`config.mk`:
```
export PLATFORM = sky130hd
export DESIGN_NAME = nrtp_blend
export DESIGN_NICKNAME = d
export VERILOG_FILES = /design/src/hw/rtl/nrtp_blend.sv
export SDC_FILE = /design/constraint.sdc
export NUM_CORES = 1
export LEC_CHECK = 0
export ABC_CLOCK_PERIOD_IN_PS = 20500
export BUFFER_PORTS_ARGS = -buffer_cell sky130_fd_sc_hd__buf_2
export CAP_MARGIN = 20
export CORE_MARGIN = 2
export CORE_UTILIZATION = 65
export DETAILED_ROUTE_END_ITERATION = 8
export PLACE_DENSITY = 0.84
export SYNTH_ARGS = -nofsm -noshare
export SYNTH_HDL_FRONTEND = slang
export SYNTH_SLANG_ARGS = --single-unit
export TNS_END_PERCENT = 50
```
`constraint.sdc`:
```
create_clock -name vclk -period 20.5
set_clock_uncertainty 0.2 [all_clocks]
set_input_delay 4.1 -clock vclk [all_inputs]
set_output_delay 4.1 -clock vclk [all_outputs]
set_load 0.02 [all_outputs]
```
`src/hw/rtl/nrtp_blend.sv`:
```
// Running average step, asymmetric through the caller's choice of f: cur moves toward tgt by f/1024, rounded.
// Uses a 32 by 8 multiply; no dependencies.
module nrtp_blend (
    input  logic [31:0] i_cur,
    input  logic [31:0] i_tgt,
    input  logic [7:0]  i_f,
    output logic [31:0] o_avg
);
    logic        w_up;
    logic [31:0] w_d;
    logic [40:0] w_p;
    logic [31:0] w_q;

    always_comb begin
        w_up = (i_tgt >= i_cur);
        w_d = w_up ? (i_tgt - i_cur) : (i_cur - i_tgt);
        w_p = 41'(w_d) * 41'(i_f) + 41'd512;
        w_q = 32'(w_p[40:10]);
        o_avg = w_up ? (i_cur + w_q) : (i_cur - w_q);
    end
endmodule
```
== Word-level counts from Yosys, hierarchy flattened ==
Index checks and enable logic that the tools add are counted.

* Register bits: 0
* Input port bits: 72
* Output and inout port bits: 32
* Word-level logic and storage cells: 9

* Add/sub/neg operators: 5
* Multiply operators: 1
* Order comparisons: 1
* Mux-type cells: 2

{| class="wikitable"
|+ Operators with widths
! operator !! count
|-
| $mux 32 || 2
|-
| $sub 32x32->32 || 2
|-
| $add 40x10->41 const B || 1
|-
| $mul 32x8->40 || 1
|-
| $add 32x31->32 || 1
|-
| $ge 32x32->1 || 1
|-
| $sub 32x31->32 || 1
|}

== Logic depth before layout (Yosys ltp) ==
Gate-level depths: netlist of the first run.

* Depth after elaboration: 6
* Gate-level depth with buffers: 50

== Worst setup path before layout of the first run ==
OpenSTA, ideal clock, no wires.

* Path kind: input-to-output
* Start: input port i_tgt[0]
* End: output port o_avg[31]
* Data arrival time: 14.099 ns
* Required time: 16.200 ns
* Slack: 2.101 ns
* Cell stages on the path: 44
* Cell sequence: inv_1 ha_1 inv_1 fa_1 a21o_1 a21oi_1 o21ai_0 a31oi_2 o22ai_2 o221ai_2 nand2_1 buf_2 buf_2 nand3b_1 o21ai_0 xnor2_1 and2_1 fa_1 [8 not listed] xor2_1 nand4_1 nor4_1 nor2_1 xor2_1 ha_1 clkbuf_1 a21o_1 a221oi_1 inv_1 o21ai_0 a21oi_1 a21oi_1 a211o_1 a21oi_1 a211o_1 a21oi_1 xnor3_1

* Word-level cells in the longest chain between the ends: 6
* Elaborated cells between the ends (all ways): 9

{| class="wikitable"
|+ RTL lines
! item !! line !! text
|-
| from (decl) || 5 || <nowiki>input logic [31:0] i_tgt,</nowiki>
|-
| $sub 32x32->32 / $ge 32x32->1 (equally long branches) || 16, 15 ||
|-
| $mux 32 || 16 || <nowiki>w_d = w_up ? (i_tgt - i_cur) : (i_cur - i_tgt);</nowiki>
|-
| $mul 32x8->40 || 17 || <nowiki>w_p = 41'(w_d) * 41'(i_f) + 41'd512;</nowiki>
|-
| $add 40x10->41 || 17 ||
|-
| $sub 32x31->32 / $add 32x31->32 (equally long branches) || 19 || <nowiki>o_avg = w_up ? (i_cur + w_q) : (i_cur - w_q);</nowiki>
|-
| $mux 32 (*) || 19 ||
|-
| to (decl) || 7 || <nowiki>output logic [31:0] o_avg</nowiki>
|}

Mark *: on every way between the ends. The rest lies on a longest branch, timed or not.

== Worst setup path in the final report of the first run ==
Ends and elaborated chain as after synthesis.

==> results.sh, run 1 <==
export IMPL_min_from="i_cur[0]"
export IMPL_initialDrtViolationCount=1208
export IMPL_cp_end_kind="primary output"
export IMPL_timing_hold_ws_ns=8.39
export IMPL_min_to="o_avg[0]"
export IMPL_maxSlewViolCount=0
export IMPL_use_met3=0.0464
export IMPL_min_path_cells=3
export IMPL_cpPeakStageDelay_ns=0.56
export IMPL_synth_area_leader_cell="fa_1"
export IMPL_finalHoldViolations=0
export IMPL_dpl_cell_count=2328
export IMPL_maxCapViolCount=0
export IMPL_fmax_mhz=50.4
export IMPL_hpwlAfterDp_um=36400
export IMPL_grt_pass1_vias=14300
export IMPL_mostFrequentLayoutCells="inv_1, ha_1, fa_1, and2_1, nor2_1"
export IMPL_yosysTopAreaCellShare=0.244
export IMPL_die_width_um=156
export IMPL_seq_area_um2=0
export IMPL_placed_cell_area_mm2=0.0157
export IMPL_fin_cells=2329
export IMPL_vias=14600
export IMPL_fin_crit_ns=19.86
export IMPL_dr_pass1_iters=6
export IMPL_met2_usage=0.611
export IMPL_hold_path_class="input pin to primary output"
export IMPL_ys_top_cells_by_area="fa_1, ha_1, inv_1, and2_1, a21oi_1"
export IMPL_place_ws_ns=0.498
export IMPL_slew_headroom=0.262
export IMPL_io_buffers=104
export IMPL_grt_overflow_total=0
export IMPL_worstPathArrival_ns=15.56
export IMPL_cp_required_ns=16.20
export IMPL_setup_viol=0
export IMPL_syn_area_mm2=0.0149
export IMPL_drc=0
export IMPL_syn_inst=1987
export IMPL_vias_per_cell=6.25
export IMPL_syn_avg_cell_area_um2=7.52
export IMPL_areaGrowthSynthToFinish_pct=5.45
export IMPL_crit_type="input pin to primary output"
export IMPL_worst_pin_slew_ns=1.10
export IMPL_grt_max_degree=30
export IMPL_rsz0062_at_grt="true"
export IMPL_die_area_mm2=0.0242
export IMPL_drtAntennaViolNets=0
export IMPL_grt_pass1_wl_um=71400
export IMPL_nets=2489
export IMPL_ios=104
export IMPL_design_seq_count=0
export IMPL_row_count=55
export IMPL_wl_um=43600
export IMPL_run_status="finished, final reports clean"
export IMPL_nFillCells=1886
export IMPL_grtUsageMet1=0.502
export IMPL_ys_types=87
export IMPL_layout_worst_path_cycle_share=0.969
export IMPL_wl_per_cell_um=18.7
export IMPL_antenna_found_initial=0
export IMPL_grtUsageTotal=0.363
export IMPL_grt_busiest_layer="met2"
export IMPL_die_h_um=156
export IMPL_initial_core_util=0.662
export IMPL_gp_congestion=0.986
export IMPL_yosysWarningCount=0
export IMPL_n_antenna_cell=0
export IMPL_holdBufCountCts=0
export IMPL_layout_drive_gt1_share=0.0846
export IMPL_fin_area_mm2=0.0157
export IMPL_mostFrequentLayoutCell="inv_1"
export IMPL_design_core_area_mm2=0.0226
export IMPL_fin_ws_ns=0.642
export IMPL_nClkBuffers=0
export IMPL_ys_seq_area_frac=0
export IMPL_cp_start_kind="input pin"
export IMPL_crit_start="i_tgt[0]"
export IMPL_syn_nets=2430
export IMPL_cp_max_fo=20
export IMPL_crit_slowest_cell="fa_1"
[layer usage]
layer  routed length (µm)  part of all wire
met2                20400              0.47
met4                 1020             0.023
met1                17900              0.41
met3                 4270             0.098
met5                    0                 0
[logic make-up after synthesis]
group | after synthesis | synth area share
simple gates | 625 | 0.213
compound gates | 452 | 0.202
buf+inv | 413 | 0.105
fa+ha+maj | 371 | 0.402
xor+xnor | 104 | 0.0629
mux | 22 | 0.0151
[per-stage QoR]
| stage | TNS, ns | utilization |
|---|---|---|
| 2_1_floorplan | 0 | - |
| 3_3_place_gp | 0 | 0.696 |
| 3_5_place_dp | 0 | 0.696 |
| 4_1_cts | 0 | 0.696 |
| 5_1_grt | -0.0352 | 0.698 |
| 6_report | 0 | 0.698 |
[synth_stat cells (11+ instances only)]
| cell | count |
|---|---|
| inv_1 | 335 |
| ha_1 | 189 |
| fa_1 | 182 |
| and2_1 | 148 |
| nor2_1 | 147 |
| nand2_1 | 143 |
| a21oi_1 | 138 |
| o21ai_0 | 79 |
| xnor2_1 | 67 |
| a21o_1 | 62 |
| clkbuf_1 | 56 |
| nand3_1 | 37 |
| xor2_1 | 34 |
| nor3_1 | 30 |
| a31oi_1 | 29 |
| o21bai_1 | 29 |
| nand4_1 | 27 |
| nand2b_1 | 25 |
| mux2i_1 | 18 |
| and3_1 | 14 |
| buf_2 | 12 |
| a211oi_1 | 11 |
[critical path, delay by kind of cell]
family | cells | cell delay (ns)
AND/OR/NAND/NOR | 4 | 0.66
adder cells (fa/ha/maj) | 8 | 3.29
multiplexers | 2 | 0.70
buffers and inverters | 9 | 1.09
XOR/XNOR | 3 | 0.99
AO/OA/AOI/OAI | 20 | 4.68
[final cells by class]
class,instances,area [µm²],share of cell area
Timing Repair Buffer,130,716,0.0454
Inverter,340,1280,0.0810
Tap cell,285,357,0.0226
Multi-Input combinational cell,1574,13400,0.851
[repair_timing]
item,4_1_cts,5_1_grt
hold endpoints to repair,0,0
resized for setup,0,6
buffers inserted,0,1
setup endpoints to repair,0,4
[how the worst max path moves through the flow]
stage | endpoint | slack [ns] | cells past startpoint
3_5_place_dp | o_avg[30] | 0.50 | 45
6_report | o_avg[31] | 0.64 | 46
5_1_grt | o_avg[31] | -0.03 | 47
4_1_cts | o_avg[30] | 0.43 | 45
3_3_place_gp | o_avg[30] | 0.58 | 45
2_1_floorplan | o_avg[31] | 2.10 | 44
Power of run 1 is left out: the tool's default activity adds up to more than one toggle a clock period on the data nets, which glitch-free logic cannot reach.
==> inputs of run 2 (changes only) <==
CORE_UTILIZATION = 35   (was 65)
PLACE_DENSITY = 0.5   (was 0.84)
RECOVER_POWER = 100   (was not set)
SLEW_MARGIN = 20   (was not set)
==> results.sh, run 2 (synthesized netlist as in run 1, its figures left out) <==
export IMPL_wl_met1_um=23300
export IMPL_initial_core_util=0.355
export IMPL_antenna_found_initial=1
export IMPL_crit_slowest_cell="fa_1"
export IMPL_grt_overflow_total=0
export IMPL_die_h_um=211
export IMPL_finalHoldViolations=0
export IMPL_dr_pass1_iters=7
export IMPL_die_area_mm2=0.0443
export IMPL_wl_per_cell_um=19.0
export IMPL_seq_area_um2=0
export IMPL_routed_top_layer="met4"
export IMPL_grt_pass1_vias=14100
export IMPL_fmax_mhz=50.5
export IMPL_drc=0
export IMPL_cp_start_kind="input pin"
export IMPL_layout_worst_path_cycle_share=0.965
export IMPL_fin_ws_ns=0.714
export IMPL_worst_pin_slew_ns=1.01
export IMPL_maxSlewViolCount=0
export IMPL_nets=2504
export IMPL_design_core_area_mm2=0.0420
export IMPL_grt_max_degree=30
export IMPL_cp_required_ns=16.20
export IMPL_mostFrequentLayoutCells="inv_1, ha_1, fa_1, and2_1, nor2_1"
export IMPL_mostFrequentLayoutCell="inv_1"
export IMPL_vias_per_cell=5.39
export IMPL_drtAntennaViolNets=0
export IMPL_path_buf_inv=10
export IMPL_initialDrtViolationCount=1007
export IMPL_worstPathArrival_ns=15.49
export IMPL_run_status="finished, final reports clean"
export IMPL_row_count=75
export IMPL_wl_met3_um=1900
export IMPL_holdBufCountCts=0
export IMPL_worst_path_dominant_cell_family="compound AO/OA/AOI/OAI gates"
export IMPL_place_ws_ns=0.293
export IMPL_gp_congestion=0.938
export IMPL_cpPeakStageDelay_ns=0.55
export IMPL_met2_length_um=23000
export IMPL_io_buffers=104
export IMPL_ios=104
export IMPL_nClkBuffers=0
export IMPL_hpwlAfterDp_um=41700
export IMPL_crit_type="input pin to primary output"
export IMPL_vias=14000
export IMPL_wl_um=49400
export IMPL_cp_max_fo=20
export IMPL_design_seq_count=0
export IMPL_areaGrowthSynthToFinish_pct=8.22
export IMPL_layout_drive_gt1_share=0.0821
export IMPL_setup_viol=0
export IMPL_cp_end_kind="primary output"
export IMPL_hold_path_class="input pin to primary output"
export IMPL_maxCapViolCount=0
export IMPL_grt_pass1_wl_um=78300
export IMPL_die_width_um=211
export IMPL_fin_crit_ns=19.79
export IMPL_grtUsageTotal=0.223
export IMPL_slew_headroom=0.319
==> run 2: area by class of cell <==
class	count	area (µm²)
timing repair buffer	145	802
antenna	1	2.50
fill	4520	25900
tap	539	674
inverter	340	1280
multi-input combinational	1574	13400
==> run 2: path summary, 6_finish.rpt <==
path | startpoint | endpoint | slack [ns] | cells after the start
setup / recovery | i_tgt[0] | o_avg[31] | 0.71 | 47
hold / removal | i_cur[0] | o_avg[0] | 8.39 | 3
==> run 2: routing by layer <==
layer / vias up / global-route usage
met4: 0 / 0.0474
met3: 60 / 0.0134
li1: 6750 / -
met2: 366 / 0.377
met5: - / 0
met1: 6834 / 0.313
==> run 2: tightest hold or removal path: cells and delay by family <==
| kind | cells | cell delay (ns) |
|---|---|---|
| adder cells (fa/ha/maj) | 1 | 0.13 |
| buffers and inverters | 2 | 0.26 |
==> run 2: what timing repair did <==
item | CTS | global route
resized for setup | 0 | 9
setup buffers | 0 | 2
setup endpoints to repair | 0 | 4
==> run 2: stage by stage <==
| step | hold slack, ns | cell area, µm² | cells | util | setup TNS, ns |
|---|---|---|---|---|---|
| floorplan | 8.21 | 14900 | 1987 | - | 0 |
| global placement | 8.37 | 16100 | 2596 | 0.384 | 0 |
| detailed placement | 8.39 | 16100 | 2596 | 0.384 | 0 |
| CTS | 8.39 | 16100 | 2596 | 0.384 | 0 |
| global route | 8.44 | 16200 | 2598 | 0.384 | -0.00413 |
| finish | 8.39 | 16200 | 2599 | 0.384 | 0 |
