<file path="src/hw/rtl/nrtp_ram.sv">
// Simple dual-port synchronous memory with registered read.
// No dependencies.
module nrtp_ram #(
    parameter int W = 32,
    parameter int D = 32
) (
    input  logic                          i_clk,
    input  logic                          i_we,
    input  logic [(D > 1 ? $clog2(D) : 1)-1:0] i_waddr,
    input  logic [W-1:0]                  i_wdata,
    input  logic [(D > 1 ? $clog2(D) : 1)-1:0] i_raddr,
    output logic [W-1:0]                  o_rdata
);
    logic [W-1:0] r_mem [D];
    logic [W-1:0] r_rdata;

    always_ff @(posedge i_clk) begin
        if (i_we) begin
            r_mem[i_waddr] <= i_wdata;
        end
        r_rdata <= r_mem[i_raddr];
    end

    assign o_rdata = r_rdata;
endmodule

</file>
<file path="config.mk">
export PLATFORM = sky130hd
export DESIGN_NAME = nrtp_ram
export DESIGN_NICKNAME = d
export VERILOG_FILES = /design/src/hw/rtl/nrtp_ram.sv
export SDC_FILE = /design/constraint.sdc
export NUM_CORES = 1
export LEC_CHECK = 0
export ABC_CLOCK_PERIOD_IN_PS = 3700
export BUFFER_PORTS_ARGS = -buffer_cell sky130_fd_sc_hd__buf_2
export CELL_PAD_IN_SITES_DETAIL_PLACEMENT = 1
export CELL_PAD_IN_SITES_GLOBAL_PLACEMENT = 1
export CORE_UTILIZATION = 40
export DETAILED_ROUTE_END_ITERATION = 7
export PLACE_DENSITY = 0.63
export SYNTH_ARGS = -nofsm -noshare
export SYNTH_HDL_FRONTEND = slang
export SYNTH_SLANG_ARGS = --single-unit
</file>
<file path="constraint.sdc">
create_clock -name i_clk -period 3.7 [get_ports i_clk]
set_input_delay 0.185 -clock i_clk [delete_from_list [all_inputs] [get_ports i_clk]]
set_output_delay 0.185 -clock i_clk [all_outputs]
set_load 0.05 [all_outputs]
</file>
# == Yosys cells after proc, flatten, opt, wreduce, memory -nomap -nowiden ==
# Memories as Yosys holds them, arrays and structs flattened. A register that Yosys moved wholly into a read port is not among the register bits.
# Cells that the tools add are included.
# op_classes
n_eq_ne,0
multipliers,0
n_shift,0
add_sub_neg,0
reduce_logical,0
bitwise_logic,0
muxes,2
order_cmp,0
n_div,0
# op_table
cell,n
2-to-1 mux 1 bit,2
# totals
romBits,0
out_inout_bits,32
mem_count,1
latch_bits,0
wordCells,3
ramBits,1024
register_bits,0
# memory_table
memory,words,word_bits,read_ports,rd_ports_with_merged_regs,write_ports,line,rtl
r_mem,32,32,1,1,1,14,logic [W-1:0] r_mem [D];

# == Logic depth before layout (Yosys ltp) ==
# Gate-level depths: netlist (run 1).
# logic_depth
ltp_word,2
ltp_mapped,8

# == Worst setup path after synthesis (run 1) ==
# OpenSTA, ideal clock, no wires.
# synth_timing
path_type,input port to flip-flop
startpoint,input port i_waddr[1] in the netlist's numbering
endpoint,"memory r_mem[12][0], enable pin"
setup_slack_ns,1.081
setup_time_ns,0.421
path_buffers,1
arrival_ns,2.198
stages,3
cell_sequence,or3b_2 -> clkbuf_1 -> nor2_1
# synth_rtl
element,line,rtl
start: declaration,9,"input logic [(D > 1 ? $clog2(D) : 1)-1:0] i_waddr,"
end: declaration,14,
# Straight into the memory's write port.

==> impl_metrics.yaml, run 1 <==
clock_tree:
  cts.sinks: 1056
  cts_buffer_depth: 3
  cts_setup_buffers: 0
  clk_latency_ns: 0.68
  cts_buffers: 110
  htree_levels: 3
  cts.clk_slew.worst_paths_ns: 0.06
  root_buffer: "clkbuf_16"
  cts_tree: "yes"
  cts_resized: 0
  postCtsHoldBufs: 0
grt:
  first_global_vias: 22400
  grt_usage_pct: 21.4
  grt_max_degree: 56
  grt_overflow: 0
  grt_pass1_wl_um: 158000
  antenna_found_initial: 9
pwr:
  pwr_density_cell_nw_per_um2: 557
  p_switching_mw: 5.73
  power_frac_comb_pct: 5.9
  p_clk_share_pct: 42.2
  p_leak_nw: 16.1
  p_int_mw: 20.1
  switching_share_pct: 22.2
  irDropWorstVdd_v: 0.000363
  p_seq_share_pct: 51.8
  power_mw: 25.8
cells_and_area:
  fillers: 9419
  areaGrowthSynthToFinish_pct: 14.6
  final_common_cell: "edfxtp_1"
  layout_common_cells: "1,024 x edfxtp_1, 512 x mux2i_1, 113 x clkbuf_16, 98 x nand3_1, 97 x nand2_1"
  drive_gt1_share_pct: 14.2
  finalNetCount: 2441
worst_setup_path:
  cp.arrival_ns: 2.42
  start_kind: "primary input"
  timing.rr.end: "o_rdata[12]"
  path_class: "in2reg"
  crit_end: "o_rdata[24]"
  r2r_start: "r_mem[7][12]"
  worst_path_max_delay_cell: "nor2b_4"
  cp.depth: 7
  critPathBufInv: 2
  crit_fanout: 24
  r2r_slack_ns: 1.96
  startpoint: "i_raddr[2]"
  end_kind: "flip-flop"
  cp_cell_sequence: "buf_2, nor2b_4, buf_4, a22o_1, nor3_1, a31oi_1, nand3_1"
  cpLargestDelayFamily: "simple AND/OR/NAND/NOR gates"
  crit_path_max_incr_delay_ns: 0.71
  r2r_cells: 5
  required_ns: 4.21
timing:
  fin_setup_tns_ns: 0
  relSlewSlack_pct: 15.5
  setup_viol_count_final: 0
  final.setup_skew_ns: 0.0231
  fmax_ghz: 0.522
  fin_crit_sh_pct: 51.8
  drv_slew: 0
  finalHoldViolCount: 0
  timing.final.crit_period_ns: 1.92
  rsz0062_at_grt: "no"
  tightest_slew_ns: 1.27
status:
  run_status: "finished clean"
job:
  maxCapViolCount: 0
synth:
  ys_ff_latch: 1056
  ys_seq_area_share_pct: 77.5
  yosys.cell_types.count: 25
  netlist_area_um2: 40500
  syn_inst: 2260
  avgSynthCellArea_um2: 17.9
  synth.net_count: 2304
  yosys_warnings: 0
floorplan:
  die_h_um: 320
  core_um2: 100000
  rows: 116
  dieArea_um2: 102000
  pin_count: 76
  die_x_um: 320
  start_util_pct: 40.4
place:
  dp.final_hpwl_um: 66100
  routabilityCongestion: 0.800
  numPortBuffers: 75
detailed_routing:
  drtPass1Iterations: 5
  drt_wl_total_um: 111000
  via_count: 21300
  post_drt_via_cell_ratio: 5.62
  drtAntennaViolNets: 0
  drc_errors: 0
  wire_per_inst_um: 29.2
  initialDrtViolationCount: 1871
min_path:
  hold_class: "in2reg"
-- per-stage QoR --
step / instances / setup slack (ns) / utilization (%) / hold WS, ns / instance area (um2)
after floorplan: 2260 / 1.08 / - / 0.284 / 40500
final: 3793 / 1.78 / 46.3 / 0.0393 / 46400
after CTS: 3791 / 1.78 / 46.3 / 0.0161 / 46400
after global placement: 3583 / 1.14 / 42.7 / 0.583 / 42800
after detailed placement: 3583 / 1.09 / 42.7 / 0.597 / 42800
after global routing: 3791 / 1.58 / 46.3 / 0.0416 / 46400
-- how the worst min path moves through the flow --
stage / from / to / cells after the start
4_1_cts: i_wdata[5] / r_mem[5][5] / 1
6_report: i_wdata[5] / r_mem[5][5] / 1
3_5_place_dp: r_mem[26][17] / o_rdata[17] / 4
3_3_place_gp: r_mem[26][17] / o_rdata[17] / 4
5_1_grt: i_wdata[5] / r_mem[5][5] / 1
2_1_floorplan: i_wdata[0] / r_mem[0][0] / 0
-- cells by family (layout without fill, tap and decap cells) --
group,Yosys count,after routing,synth area share (%)
AOI/OAI and AO/OA,288,288,4.85
buffers and inverters,127,360,1.86
DFF,1056,1056,77.5
muxes,512,512,12.7
other,0,2,0
and+or+nand+nor,277,277,3.10
-- Yosys cell counts, drive strengths merged --
| cell | count | area share (%) |
|---|---|---|
| dfxtp | 32 | 1.6 |
| or3b | 3 | 0.065 |
| and2 | 1 | 0.015 |
| edfxtp | 1024 | 76 |
| nand2b | 2 | 0.031 |
| nand3 | 98 | 1.2 |
| and2b | 1 | 0.019 |
| or3 | 1 | 0.015 |
| or2 | 1 | 0.015 |
| a21oi | 96 | 1.2 |
| nor2b | 1 | 0.015 |
| nor2 | 34 | 0.32 |
| clkbuf | 48 | 0.46 |
| nand3b | 5 | 0.093 |
| buf | 79 | 1.4 |
| a31oi | 32 | 0.49 |
| mux2i | 512 | 13 |
| nor3 | 32 | 0.40 |
| nand2 | 98 | 0.91 |
| a22o | 64 | 1.4 |
| a22oi | 96 | 1.8 |
-- state kept, by name, indices dropped and copies added, names as in the netlist --
register,flops
r_mem,1024
o_rdata,32
-- power by group through the flow --
stage                     Clock [mW]  Combinational, mW  Sequential, mW
after floorplan                    0              0.687            13.8
after global placement             0               1.51            13.6
after detailed placement           0               1.54            13.6
after CTS                       11.1               1.55            13.4
final                           10.9               1.53            13.4
after global routing            11.5               1.61            13.4
-- final cells by class --
| type | count | area, um2 | share of cell area, % |
|---|---|---|---|
| clock buffer | 161 | 3150 | 6.79 |
| antenna | 2 | 5.00 | 0.0108 |
| clock inverter | 47 | 422 | 0.909 |
| multi-input combinational | 1077 | 8610 | 18.6 |
| tap | 1298 | 1620 | 3.50 |
| timing repair buffer | 152 | 1190 | 2.56 |
| sequential | 1056 | 31400 | 67.7 |
-- worst reg2reg max path, delay by kind of cell, from the launching register on --
family	cells	cell delay, ns
mux	1	0.15
flops	1	0.36
compound gates	2	0.82
simple gates	2	0.24
-- routing by layer --
metal  vias up  share of wire [%]  track usage (%)
met4         6                4.0             8.39
li1       9257                  -                -
met3       188                5.0             4.19
met5         -              0.040                0
met1     11300                 43             28.1
met2       528                 48             35.1
No activity file was read; power rests on OpenSTA's default activity.
==> inputs of run 2 (changes only) <==
ABC_CLOCK_PERIOD_IN_PS = 1700   (was 3700)
PLACE_DENSITY = 0.66   (was 0.63)
clock period = 1.7 ns   (was 3.7 ns; I/O delays follow)
==> run 2 against run 1 <==
  * Sequential power is 120% higher
  * Count of clock-buffer cells in the layout is 21 lower
  * Hold slack improved by 0.0086 ns
  * Clock power grew 110%
  * Non-clock buffer count grew 176
  * Routed wire length is 0.49% lower
  * Total power rose by 120%
  * Largest power group unchanged
  * Global-route usage decreased by 0.059 points
  * Largest cell class unchanged
  * Critical path depth down 6
  * Sequential share of layout area shrank 3.1 points
  * Final area up 4.7%
==> impl_metrics.yaml, run 2 (synthesis gave the netlist of run 1 again) <==
cells_and_area:
  drive_gt1_share_pct: 18.7
  final_cells: 3966
  largest_reg_flops: 1024
  post-route-cell-area_um2: 48600
  areaGrowthSynthToFinish_pct: 20.0
  finalCoreUtilization_pct: 48.5
  top_register: "r_mem"
  finalNetCount: 2614
  final_common_cell: "edfxtp_1"
  layout_common_cells: "1,024 x edfxtp_1, 512 x mux2i_1, 130 x buf_4, 109 x clkbuf_16"
pwr:
  irDropWorstVdd_v: 0.000740
  pwr_density_cell_nw_per_um2: 1150
  power_mw: 55.8
  p_leak_nw: 17.2
clock_tree:
  htree_levels: 3
  cts_setup_buffers: 0
  root_buffer: "clkbuf_16"
  cts.sinks: 1056
  cts.clk_slew.worst_paths_ns: 0.06
  cts_buffers: 107
  cts_buffer_depth: 3
  clk_latency_ns: 0.69
  cts_tree: "yes"
min_path:
  hold_class: "in2reg"
  min-delay-start: "i_wdata[4]"
detailed_routing:
  post_drt_via_cell_ratio: 5.50
  drtAntennaViolNets: 0
  drt_wl_total_um: 110000
  drc_errors: 0
  drtPass1Iterations: 5
  initialDrtViolationCount: 1983
  via_count: 21800
  wire_per_inst_um: 27.7
grt:
  grt_usage_pct: 21.4
  grt_overflow: 0
  antenna_found_initial: 4
  grt_max_degree: 35
  grt_pass1_wl_um: 159000
  first_global_vias: 23400
timing:
  fin_ws_ns: 0.0479
  finalHoldViolCount: 0
  fmax_ghz: 0.605
  timing.final.crit_period_ns: 1.65
  drv_slew: 0
  setup_viol_count_final: 0
  final.setup_skew_ns: 0.0278
  tightest_slew_ns: 0.756
  relSlewSlack_pct: 49.6
  fin_crit_sh_pct: 97.2
worst_setup_path:
  cpLargestDelayFamily: "flip-flops"
  cp_cell_sequence: "buf_2"
  end_kind: "output port"
  startpoint: "o_rdata[18]"
  crit_fanout: 1
  start_kind: "flip-flop"
  cp.arrival_ns: 1.57
  worst_path_max_delay_cell: "dfxtp_1"
  crit_path_max_incr_delay_ns: 0.54
  r2r_start: "r_mem[23][4]"
  path_class: "reg2out"
  required_ns: 1.62
  critPathBufInv: 1
status:
  run_status: "finished clean"
floorplan:
  dieArea_um2: 102000
  start_util_pct: 40.4
  die_h_um: 320
  pin_count: 76
  core_um2: 100000
  die_x_um: 320
  rows: 116
place:
  placedCellCount: 3724
  place_area_um2: 44700
  routabilityCongestion: 0.790
  dp.final_hpwl_um: 66100
  dp_slack_ns: -0.435
  numPortBuffers: 75
job:
  maxCapViolCount: 0
[run 2: changes by cell type in the layout (fill, tap and decap cells not counted), sizes merged]
cell	delta
buf	+141
clkbuf	-21
clkinv	+18
clkinvlp	-2
diode	+3
dlygate4sd3	+35
inv	-1
[run 2: layer usage]
metal | vias up | share of wire [%] | GRT usage [%]
met5 | - | 0 | 0
met4 | 0 | 2.8 | 7.02
met3 | 149 | 4.2 | 2.78
met2 | 525 | 49 | 36.3
met1 | 11500 | 44 | 28.4
li1 | 9621 | - | -
[run 2: where the power goes]
group | internal, mW | switching (mW) | total, mW
Sequential | 28.9 | 0.178 | 29.1
Clock | 13.3 | 9.82 | 23.1
Combinational | 1.25 | 2.32 | 3.57
[run 2: path summary, 6_finish.rpt]
check	slack (ns)	end	cells after the start
max	0.05	o_rdata[18]	1
min	0.05	r_mem[22][4]	1
max reg2reg	0.11	o_rdata[4]	5
min reg2reg	0.60	o_rdata[23]	4
[run 2: area by class of cell]
class,count,area [um2]
fill,9312,51600
sequential,1056,31400
multi-input combinational,1077,8630
timing repair buffer,328,3470
clock buffer,140,2950
tap,1298,1620
clock inverter,62,503
antenna,5,12.5
[run 2: metrics by stage]
| step | setup TNS [ns] | hold slack (ns) |
|---|---|---|
| 6_report | 0 | 0.0479 |
| 5_1_grt | -0.00818 | 0.0473 |
| 4_1_cts | 0 | 0.00511 |
| 3_5_place_dp | -1.70 | 0.555 |
| 3_3_place_gp | -1.23 | 0.557 |
| 2_1_floorplan | -215.24 | 0.184 |
[run 2: repair_timing]
| action | in CTS | in global routing |
|---|---|---|
| setup endpoints to repair | 1 | 2 |
| hold buffers | 35 | 0 |
| resized for setup | 1 | 2 |
| hold endpoints to repair | 973 | 0 |
